===== src/gpve_pkg.sv =====
package gpve_pkg;

   // Fixed field widths of the item and result formats.
   localparam int ELEV_W  = 16;
   localparam int POS_W   = 6;
   localparam int CNT_W   = 12;
   localparam int CFG_W   = 7;
   localparam int IDX_W   = 8;
   localparam int RSP_DATA_W = 56;

   // Default grid dimension limit and configuration reset value.
   localparam int GPVE_MAX_DIM = 64;
   localparam logic [CFG_W-1:0] DIM_RESET = 7'd64;

   // Result queue sizing: up to four results are pushed for one item.
   localparam int QDEPTH    = 8;
   localparam int QAW       = 3;
   localparam int PUSH_MAX  = 4;
   localparam logic [CNT_W-1:0] CNT_SAT = 12'hFFF;

   // Configuration register indexes.
   localparam logic [IDX_W-1:0] CSR_NUM_ROWS = 8'd0;
   localparam logic [IDX_W-1:0] CSR_NUM_COLS = 8'd1;

   typedef enum logic [1:0] {
      KIND_POINT  = 2'd0,
      KIND_MAX    = 2'd1,
      KIND_MIN    = 2'd2,
      KIND_TOTALS = 2'd3
   } kind_type;

   typedef struct packed {
      kind_type                  kind;
      logic [POS_W-1:0]          row;
      logic [POS_W-1:0]          col;
      logic signed [ELEV_W-1:0]  value;
      logic                      is_peak;
      logic                      is_valley;
      logic [CNT_W-1:0]          peak_count;
      logic [CNT_W-1:0]          valley_count;
      logic                      last;
   } result_type;

endpackage


===== src/gpve_ram.sv =====
module gpve_ram #(
   parameter int WIDTH = 32,
   parameter int DEPTH = 64
) (
   input  logic                     clock,
   input  logic                     we,
   input  logic [$clog2(DEPTH)-1:0] waddr,
   input  logic [WIDTH-1:0]         wdata,
   input  logic                     re,
   input  logic [$clog2(DEPTH)-1:0] raddr,
   output logic [WIDTH-1:0]         rdata
);

   logic [WIDTH-1:0] mem [DEPTH];
   logic [WIDTH-1:0] rdata_ff;

   // One write port and one registered read port; a read in the write cycle sees old data.
   always_ff @(posedge clock) begin
      if (we) begin
         mem[waddr] <= wdata;
      end
      if (re) begin
         rdata_ff <= mem[raddr];
      end
   end

   assign rdata = rdata_ff;

endmodule


===== src/gpve_rsp_queue.sv =====
module gpve_rsp_queue
   import gpve_pkg::*;
(
   input  logic        clock,
   input  logic        reset,
   input  logic [2:0]  push_cnt,
   input  result_type  push_data [PUSH_MAX],
   input  logic        pop,
   output result_type  head,
   output logic [QAW:0] count
);

   result_type        entry_ff [QDEPTH];
   logic [QAW-1:0]    wr_ptr_ff, wr_ptr_in;
   logic [QAW-1:0]    rd_ptr_ff, rd_ptr_in;
   logic [QAW:0]      count_ff, count_in;

   // Store up to four results per cycle at consecutive slots.
   always_ff @(posedge clock) begin
      for (int k = 0; k < PUSH_MAX; k++) begin
         if (3'(k) < push_cnt) begin
            entry_ff[QAW'(wr_ptr_ff + QAW'(k))] <= push_data[k];
         end
      end
   end

   // Pointer and fill count bookkeeping.
   always_comb begin
      wr_ptr_in = QAW'(wr_ptr_ff + QAW'(push_cnt));
      rd_ptr_in = pop ? QAW'(rd_ptr_ff + 1'b1) : rd_ptr_ff;
      count_in  = (QAW+1)'(count_ff + (QAW+1)'(push_cnt) - (QAW+1)'(pop));
   end

   always_ff @(posedge clock) begin
      if (reset) begin
         wr_ptr_ff <= '0;
         rd_ptr_ff <= '0;
         count_ff  <= '0;
      end else begin
         wr_ptr_ff <= wr_ptr_in;
         rd_ptr_ff <= rd_ptr_in;
         count_ff  <= count_in;
      end
   end

   assign head  = entry_ff[rd_ptr_ff];
   assign count = count_ff;

`ifndef SYNTHESIS
   a_no_overflow: assert property (@(posedge clock) disable iff (reset)
      count_ff <= (QAW+1)'(QDEPTH))
      else $error("result queue overflow");
   a_no_underflow: assert property (@(posedge clock) disable iff (reset)
      pop |-> count_ff != '0)
      else $error("result queue popped while empty");
   a_push_lands: assert property (@(posedge clock) disable iff (reset)
      (push_cnt != 3'd0 && !pop) |=> count_ff > $past(count_ff))
      else $error("pushed results not counted");
`endif

endmodule


===== src/grid_peak_valley_extremes.sv =====
// A sample's reports enter the result queue when it retires from stage one; at frame end the
// maximum, minimum and totals follow any point report, one per cycle while rsp_tready is set.
// Throughput: one sample per cycle, set by one line-store read and one write-back per sample;
// the input stalls only while the eight-entry result queue holds more than four results.
// Reset clears the counters, the window, the pipeline and the result queue, and sets both
// dimensions to 64; the line store is not cleared and holds stale rows until overwritten.
module grid_peak_valley_extremes
   import gpve_pkg::*;
#(
   parameter int MAX_DIM = GPVE_MAX_DIM
) (
   input  logic                   clock,
   input  logic                   reset,
   // Input item channel.
   input  logic                   req_tvalid,
   output logic                   req_tready,
   input  logic [ELEV_W-1:0]      req_tdata,   // [15:0] elevation
   // Result channel.
   output logic                   rsp_tvalid,
   input  logic                   rsp_tready,
   output logic [RSP_DATA_W-1:0]  rsp_tdata,   // row, col, value, is_peak, is_valley,
                                               // peak_count, valley_count, 2 zero bits
   output logic [1:0]             rsp_tuser,   // [1:0] kind
   output logic                   rsp_tlast,   // last
   // Configuration write channel.
   input  logic                   csr_valid,
   output logic                   csr_ready,
   input  logic [IDX_W-1:0]       csr_index,
   input  logic [CFG_W-1:0]       csr_wdata
);

   localparam int CW = $clog2(MAX_DIM);
   localparam int DW = $clog2(MAX_DIM + 1);
   localparam int EW = (DW > CFG_W) ? DW : CFG_W;
   localparam int NW = DW + 1;
   localparam int LW = 2 * ELEV_W;

   logic [CFG_W-1:0] rows_cfg_ff, cols_cfg_ff;
   logic [EW-1:0]    rows_ext, cols_ext;
   logic [NW-1:0]    rows_eff, cols_eff;

   logic             accept;
   logic [CW-1:0]    row_ff, row_in, col_ff, col_in;

   logic                     s1_valid_ff;
   logic signed [ELEV_W-1:0] s1_x_ff;
   logic [CW-1:0]            s1_row_ff, s1_col_ff;
   logic                     fwd_ff, fwd_in;
   logic [LW-1:0]            fwd_data_ff;

   logic [LW-1:0]            ram_rdata, line_word, wb_data;
   logic signed [ELEV_W-1:0] top, mid, ctr;
   logic signed [ELEV_W-1:0] win_ff [6];

   logic             retire, interior, pk, vl, point, frame_end, first;
   logic [NW-1:0]    r_ext, c_ext;

   logic signed [ELEV_W-1:0] max_ff, max_in, min_ff, min_in;
   logic [POS_W-1:0]         max_row_ff, max_row_in, max_col_ff, max_col_in;
   logic [POS_W-1:0]         min_row_ff, min_row_in, min_col_ff, min_col_in;
   logic [CNT_W-1:0]         peak_ff, peak_in, valley_ff, valley_in;

   result_type       point_res, max_res, min_res, tot_res, head;
   result_type       push_data [PUSH_MAX];
   logic [2:0]       push_cnt;
   logic [QAW:0]     q_count;

   // Configuration registers; writes to unknown indexes are dropped.
   assign csr_ready = 1'b1;

   always_ff @(posedge clock) begin
      if (reset) begin
         rows_cfg_ff <= DIM_RESET;
         cols_cfg_ff <= DIM_RESET;
      end else if (csr_valid) begin
         if (csr_index == CSR_NUM_ROWS) begin
            rows_cfg_ff <= csr_wdata;
         end
         if (csr_index == CSR_NUM_COLS) begin
            cols_cfg_ff <= csr_wdata;
         end
      end
   end

   // Effective dimensions: zero acts as one, large values clamp to the limit.
   always_comb begin
      rows_ext = EW'(rows_cfg_ff);
      cols_ext = EW'(cols_cfg_ff);
      if (rows_ext == '0) begin
         rows_eff = NW'(1);
      end else if (rows_ext > EW'(MAX_DIM)) begin
         rows_eff = NW'(MAX_DIM);
      end else begin
         rows_eff = NW'(rows_ext);
      end
      if (cols_ext == '0) begin
         cols_eff = NW'(1);
      end else if (cols_ext > EW'(MAX_DIM)) begin
         cols_eff = NW'(MAX_DIM);
      end else begin
         cols_eff = NW'(cols_ext);
      end
   end

   // Stage one retires when the queue has room for a full burst of results.
   assign retire     = s1_valid_ff && (q_count <= (QAW+1)'(QDEPTH - PUSH_MAX));
   assign req_tready = !s1_valid_ff || retire;
   assign accept     = req_tvalid && req_tready;

   // Raster position of the next sample; it addresses the line store.
   always_comb begin
      row_in = row_ff;
      col_in = col_ff;
      if (NW'(col_ff) + NW'(1) >= cols_eff) begin
         col_in = '0;
         if (NW'(row_ff) + NW'(1) >= rows_eff) begin
            row_in = '0;
         end else begin
            row_in = CW'(row_ff + 1'b1);
         end
      end else begin
         col_in = CW'(col_ff + 1'b1);
      end
   end

   always_ff @(posedge clock) begin
      if (reset) begin
         row_ff <= '0;
         col_ff <= '0;
      end else if (accept) begin
         row_ff <= row_in;
         col_ff <= col_in;
      end
   end

   // Line store: upper row in the high half, middle row in the low half.
   gpve_ram #(
      .WIDTH (LW),
      .DEPTH (MAX_DIM)
   ) u_line_ram (
      .clock (clock),
      .we    (retire),
      .waddr (s1_col_ff),
      .wdata (wb_data),
      .re    (accept),
      .raddr (col_ff),
      .rdata (ram_rdata)
   );

   // Forward the write-back when it hits the entry being read in the same cycle.
   assign fwd_in = retire && (s1_col_ff == col_ff);

   always_ff @(posedge clock) begin
      if (reset) begin
         s1_valid_ff <= 1'b0;
         fwd_ff      <= 1'b0;
      end else begin
         if (accept) begin
            s1_valid_ff <= 1'b1;
            fwd_ff      <= fwd_in;
         end else if (retire) begin
            s1_valid_ff <= 1'b0;
         end
      end
   end

   always_ff @(posedge clock) begin
      if (accept) begin
         s1_x_ff     <= signed'(req_tdata);
         s1_row_ff   <= row_ff;
         s1_col_ff   <= col_ff;
         fwd_data_ff <= wb_data;
      end
   end

   assign line_word = fwd_ff ? fwd_data_ff : ram_rdata;
   assign top       = signed'(line_word[LW-1:ELEV_W]);
   assign mid       = signed'(line_word[ELEV_W-1:0]);
   assign wb_data   = {mid, s1_x_ff};

   // Window columns: entries 0..2 two columns back, 3..5 one column back.
   always_ff @(posedge clock) begin
      if (reset) begin
         for (int k = 0; k < 6; k++) begin
            win_ff[k] <= '0;
         end
      end else if (retire) begin
         win_ff[0] <= win_ff[3];
         win_ff[1] <= win_ff[4];
         win_ff[2] <= win_ff[5];
         win_ff[3] <= top;
         win_ff[4] <= mid;
         win_ff[5] <= s1_x_ff;
      end
   end

   // Peak and valley tests on the cell one row up and one column left.
   always_comb begin
      r_ext    = NW'(s1_row_ff);
      c_ext    = NW'(s1_col_ff);
      ctr      = win_ff[4];
      interior = (r_ext >= NW'(2)) && (c_ext >= NW'(2)) &&
                 (r_ext + NW'(1) <= rows_eff) && (c_ext + NW'(1) <= cols_eff);
      pk = interior && (ctr > win_ff[0]) && (ctr > win_ff[1]) && (ctr > win_ff[2]) &&
           (ctr > win_ff[3]) && (ctr > win_ff[5]) && (ctr > top) && (ctr > mid) &&
           (ctr > s1_x_ff);
      vl = interior && (ctr < win_ff[3]) && (ctr < win_ff[5]) && (ctr < win_ff[1]) &&
           (ctr < mid);
      point     = pk || vl;
      frame_end = (c_ext + NW'(1) >= cols_eff) && (r_ext + NW'(1) >= rows_eff);
      first     = (s1_row_ff == '0) && (s1_col_ff == '0);
   end

   // Running extremes (first in raster order wins) and saturating totals.
   always_comb begin
      max_in     = max_ff;
      max_row_in = max_row_ff;
      max_col_in = max_col_ff;
      min_in     = min_ff;
      min_row_in = min_row_ff;
      min_col_in = min_col_ff;
      if (first) begin
         max_in     = s1_x_ff;
         min_in     = s1_x_ff;
         max_row_in = '0;
         max_col_in = '0;
         min_row_in = '0;
         min_col_in = '0;
      end else begin
         if (s1_x_ff > max_ff) begin
            max_in     = s1_x_ff;
            max_row_in = POS_W'(s1_row_ff);
            max_col_in = POS_W'(s1_col_ff);
         end
         if (s1_x_ff < min_ff) begin
            min_in     = s1_x_ff;
            min_row_in = POS_W'(s1_row_ff);
            min_col_in = POS_W'(s1_col_ff);
         end
      end
      peak_in   = (pk && peak_ff != CNT_SAT) ? CNT_W'(peak_ff + 1'b1) : peak_ff;
      valley_in = (vl && valley_ff != CNT_SAT) ? CNT_W'(valley_ff + 1'b1) : valley_ff;
   end

   always_ff @(posedge clock) begin
      if (reset) begin
         max_row_ff <= '0;
         max_col_ff <= '0;
         min_row_ff <= '0;
         min_col_ff <= '0;
         peak_ff    <= '0;
         valley_ff  <= '0;
      end else if (retire) begin
         max_row_ff <= max_row_in;
         max_col_ff <= max_col_in;
         min_row_ff <= min_row_in;
         min_col_ff <= min_col_in;
         peak_ff    <= frame_end ? '0 : peak_in;
         valley_ff  <= frame_end ? '0 : valley_in;
      end
   end

   always_ff @(posedge clock) begin
      if (retire) begin
         max_ff <= max_in;
         min_ff <= min_in;
      end
   end

   // Result items of the retiring sample, in report order.
   always_comb begin
      point_res           = '0;
      point_res.kind      = KIND_POINT;
      point_res.row       = POS_W'(s1_row_ff - 1'b1);
      point_res.col       = POS_W'(s1_col_ff - 1'b1);
      point_res.value     = ctr;
      point_res.is_peak   = pk;
      point_res.is_valley = vl;

      max_res       = '0;
      max_res.kind  = KIND_MAX;
      max_res.row   = max_row_in;
      max_res.col   = max_col_in;
      max_res.value = max_in;

      min_res       = '0;
      min_res.kind  = KIND_MIN;
      min_res.row   = min_row_in;
      min_res.col   = min_col_in;
      min_res.value = min_in;

      tot_res              = '0;
      tot_res.kind         = KIND_TOTALS;
      tot_res.peak_count   = peak_in;
      tot_res.valley_count = valley_in;
      tot_res.last         = 1'b1;

      push_data[0] = point ? point_res : max_res;
      push_data[1] = point ? max_res : min_res;
      push_data[2] = point ? min_res : tot_res;
      push_data[3] = tot_res;

      if (retire) begin
         push_cnt = 3'(point) + (frame_end ? 3'd3 : 3'd0);
      end else begin
         push_cnt = 3'd0;
      end
   end

   gpve_rsp_queue u_rsp_queue (
      .clock     (clock),
      .reset     (reset),
      .push_cnt  (push_cnt),
      .push_data (push_data),
      .pop       (rsp_tvalid && rsp_tready),
      .head      (head),
      .count     (q_count)
   );

   // Result channel packing.
   assign rsp_tvalid = (q_count != '0);
   assign rsp_tuser  = head.kind;
   assign rsp_tlast  = head.last;
   assign rsp_tdata  = {2'b00, head.valley_count, head.peak_count, head.is_valley,
                        head.is_peak, head.value, head.col, head.row};

`ifndef SYNTHESIS
   a_no_overwrite: assert property (@(posedge clock) disable iff (reset)
      (accept && s1_valid_ff) |-> retire)
      else $error("sample entered stage one before the previous one retired");
   a_frame_end_reported: assert property (@(posedge clock) disable iff (reset)
      (retire && frame_end) |=> rsp_tvalid)
      else $error("frame end produced no report");
   a_queue_room: assert property (@(posedge clock) disable iff (reset)
      retire |-> q_count <= (QAW+1)'(QDEPTH - PUSH_MAX))
      else $error("retire without room for a full burst");
   a_fwd_only_on_hit: assert property (@(posedge clock) disable iff (reset)
      (accept && !retire) |=> !fwd_ff)
      else $error("forwarding set without a concurrent write-back");
`endif

endmodule

===== config.mk =====
export PLATFORM = sky130hd
export DESIGN_NAME = grid_peak_valley_extremes
export DESIGN_NICKNAME = d
export VERILOG_FILES = /design/src/gpve_pkg.sv /design/src/gpve_ram.sv /design/src/gpve_rsp_queue.sv /design/src/grid_peak_valley_extremes.sv
export SDC_FILE = /design/constraint.sdc
export NUM_CORES = 2
export LEC_CHECK = 0
export BUFFER_PORTS_ARGS = -buffer_cell sky130_fd_sc_hd__clkbuf_2
export CORE_UTILIZATION = 45
export CTS_CLUSTER_SIZE = 25
export DETAILED_ROUTE_END_ITERATION = 8
export GPL_ROUTABILITY_DRIVEN = 0
export PLACE_DENSITY = 0.67
export SYNTH_ARGS = -nofsm -noshare
export SYNTH_HDL_FRONTEND = slang
export SYNTH_SLANG_ARGS = --single-unit

===== constraint.sdc =====
create_clock -name clock -period 6.3 [get_ports clock]
set_clock_uncertainty 0.05 [all_clocks]
set_input_delay 0.315 -clock clock [delete_from_list [all_inputs] [get_ports clock]]
set_output_delay 0.315 -clock clock [all_outputs]
set_load 0.02 [all_outputs]

==> results.md <==
- Clock root buffer: clkbuf_16
- CTS tree: yes
- Initial antenna violation count: 13
- Mapped Area: 0.123 mm²
- Synth area leaders: edfxtp_1, mux4_2, dfxtp_1
- Initial DRT Pass Iterations: 8
- Post-Route Setup TNS: 0 ns
- Nets: 8167
- Hold depth: 5
- Number of flops mapped to enable cells by yosys: 2460
- Fin crit share: 96.4%
- Worst Setup Start Kind: flop
- Initial DRC Count: 9201
- Worst-Skew Late Latency: 0.89 ns
- Sink Count: 2813
- Critical path arrival: 6.75 ns
- Most common cell after layout, fill and taps aside: edfxtp_1
- Synthesis-to-finish area growth: 13.4%
- Filler cells: 21559
- Final std cells w/o fill: 11716
- Critical Path Sink Type: flop
- Setup Buffers After CTS: 0
- Largest net degree at the start of global routing: 137
- Most frequent cells in the layout: edfxtp_1, mux4_2, nor2_1
- Reg area: 0.0810 mm²
- Hold slack: 0.0830 ns
- Cells after Synth: 7687
- Routed Antenna Nets: 0
- Distinct cells, synth: 86
- Critical path class: flop to flop
- CP max FO: 14
- Yosys top cell area share: 60.0%
- Port buffer count: 94
- Wirelength per Cell: 28.6 µm
- Worst Tran Pin Value: 1.37 ns
- DR DRC count: 0
- Worst vdd ir: 0.000202 V
- Setup Viol. Count Final: 0
- Initial core utilization: 45.4%
- Most used DFF post-synth: edfxtp_1
- Clock tree buffer depth: 4
- Clk pin slew, worst setup/hold paths: 0.06 ns
- Core area: 0.271 mm²
- H-tree Lvls: 5
- Vias in the first global route: 74117
- All-Layer GR Usage: 23.9%
- P per Cell Area: 328 mW/mm²
- Yosys top cell by area: edfxtp_1
- Worst R2R Path Depth: 21
- Critical Path RT: 6.98 ns
- CTS buffer count: 296
- DRT Wirelength: 335000 µm
- Slew Limit Fails: 0
- Congestion Overflow GR: 0
- MaxCap Viol Count: 0
- Row cnt: 191
- Layout cells sized above 1: 23.8%
- Final min period: 6.07 ns
- Post-detailed-placement half-perimeter wirelength: 202000 µm
- Slew margin rel.: 8.13%
- Area used by multi-input combinational logic: 0.0399 mm²
- Die Area: 0.276 mm²
- Static leakage: 0.0451 µW
- Die W: 525 µm
- Min-Delay Path Class: primary input to flop
- Sequential-to-total area share from yosys stat: 65.7%
- First-pass GRT wire length: 493000 µm
- Vias/cell: 6.36
- Yosys reg bits: 2813
- Final hold violations: 0
- Via count: 74481
- RSZ-0062 raised after global routing: no
- Synth warn: 0
- Die Y: 525 µm
- Max Clk Rate: 165 MHz
- Asr flop ratio synth: 0%
- Status: complete, no violations
- Syn avg cell area: 16.0 µm²
- Placed insts: 11165
- IO Count: 98
-- final cells by class --
type / instances / area share [%]
diodes: 2 / 0.00358
clock buffers: 377 / 5.75
clock inverters: 145 / 0.906
inverters: 206 / 0.563
multi-input cells: 4087 / 28.5
flip-flops and latches: 2813 / 58.0
well taps: 3570 / 3.20
repair buffers: 516 / 3.05
-- cells in the mapped netlist, types with 16 or more instances --
cell type     n
a211oi_1    111
a21boi_0     20
a21o_1       39
a21oi_1     305
a22o_1       32
a22oi_1     125
a31o_2       16
a31oi_1      30
and3_1       31
buf_1        81
buf_2        40
clkbuf_1    444
dfxtp_1     353
edfxtp_1   2460
ha_1        209
inv_1       203
mux2_2       66
mux2i_1     178
mux4_2      786
nand2_1     281
nand3_1     195
nand4_1      49
nor2_1      479
nor2b_1      16
nor3_1      128
nor4_1       17
o211a_1      91
o211ai_1     39
o21ai_0     342
o221ai_1     49
o22ai_1     137
o31ai_1      41
or3_1        52
xnor2_1      38
xor2_1       18
-- cells by family after synthesis --
family,after synthesis,synth area share [%]
flops,2813,65.7
simple gates,1320,4.90
other cells,2,0.00610
mux,1031,16.4
fa+ha+maj,211,2.16
xor+xnor,56,0.398
compound gates,1466,7.84
buf+inv,788,2.55
-- metrics by stage --
| step | area [µm²] | util [%] | power [µW] | worst slack [ns] |
|---|---|---|---|---|
| 2_1_floorplan | 123000 | - | 26500 | 0.00819 |
| 3_3_place_gp | 130000 | 47.9 | 28900 | -0.347 |
| 3_5_place_dp | 130000 | 47.9 | 29100 | -0.346 |
| 4_1_cts | 140000 | 51.4 | 45900 | 0.0209 |
| 5_1_grt | 140000 | 51.4 | 47200 | 0.0579 |
| 6_report | 140000 | 51.4 | 45800 | 0.226 |
-- critical path, stage by stage (launching register included) --
cell      delay [ns]
edfxtp_1        0.45
inv_1           0.14
ha_1            0.59
ha_1            0.33
nor2b_1         0.13
o211ai_1        0.21
a21oi_1         0.11
o22ai_1         0.25
nand2_1         0.32
or4_1           0.81
o21ba_4         0.32
ha_1            0.25
nor2_1          0.29
nand2_1         0.15
nand3_1         0.26
nor2_2          0.07
nor2_1          0.35
nand2_1         0.26
buf_4           0.27
nor2_1          0.11
a21oi_1         0.06
o211a_1         0.14
-- power breakdown --
part | switching [µW] | internal [µW] | total, µW | leakage (µW)
sequential | 362 | 21100 | 21400 | 0.0254
clock | 7230 | 9690 | 16900 | 0.00454
combinational | 4630 | 2800 | 7430 | 0.0152
-- routing by layer --
metal | track usage (%) | vias up | part of all wire, %
li1 | - | 31355 | -
met1 | 32.3 | 38555 | 39
met2 | 39.6 | 3896 | 49
met3 | 3.80 | 673 | 8.8
met4 | 7.40 | 2 | 3.1
met5 | 0 | - | 0.0039
-- path summary, 6_finish.rpt --
path              slack [ns]                     endpoint                  startpoint
setup / recovery        0.23  u_rsp_queue.entry_ff[5][39]                s1_col_ff[1]
hold / removal          0.08               rows_cfg_ff[6]                csr_index[4]
setup reg to reg        0.23  u_rsp_queue.entry_ff[5][39]                s1_col_ff[1]
hold reg to reg         0.41   u_rsp_queue.entry_ff[0][0]  u_rsp_queue.entry_ff[0][0]
-- flip-flops by register name, indices dropped and copies added, names as in the netlist, 7 cells and up, named ones only --
name                  flops
cols_cfg_ff               7
fwd_data_ff              32
max_ff                   16
min_ff                   16
peak_ff                  12
rows_cfg_ff               7
s1_x_ff                  16
u_line_ram.mem         2048
u_line_ram.rdata         32
u_rsp_queue.entry_ff    456
valley_ff                12
win_ff                   96
-- repair_timing --
action,CTS,global route
endpoints found under the hold margin,35,0
hold buffers,27,0
resized for setup,7,19
setup endpoints to repair,587,394
(Power assumes the default switching activity.)
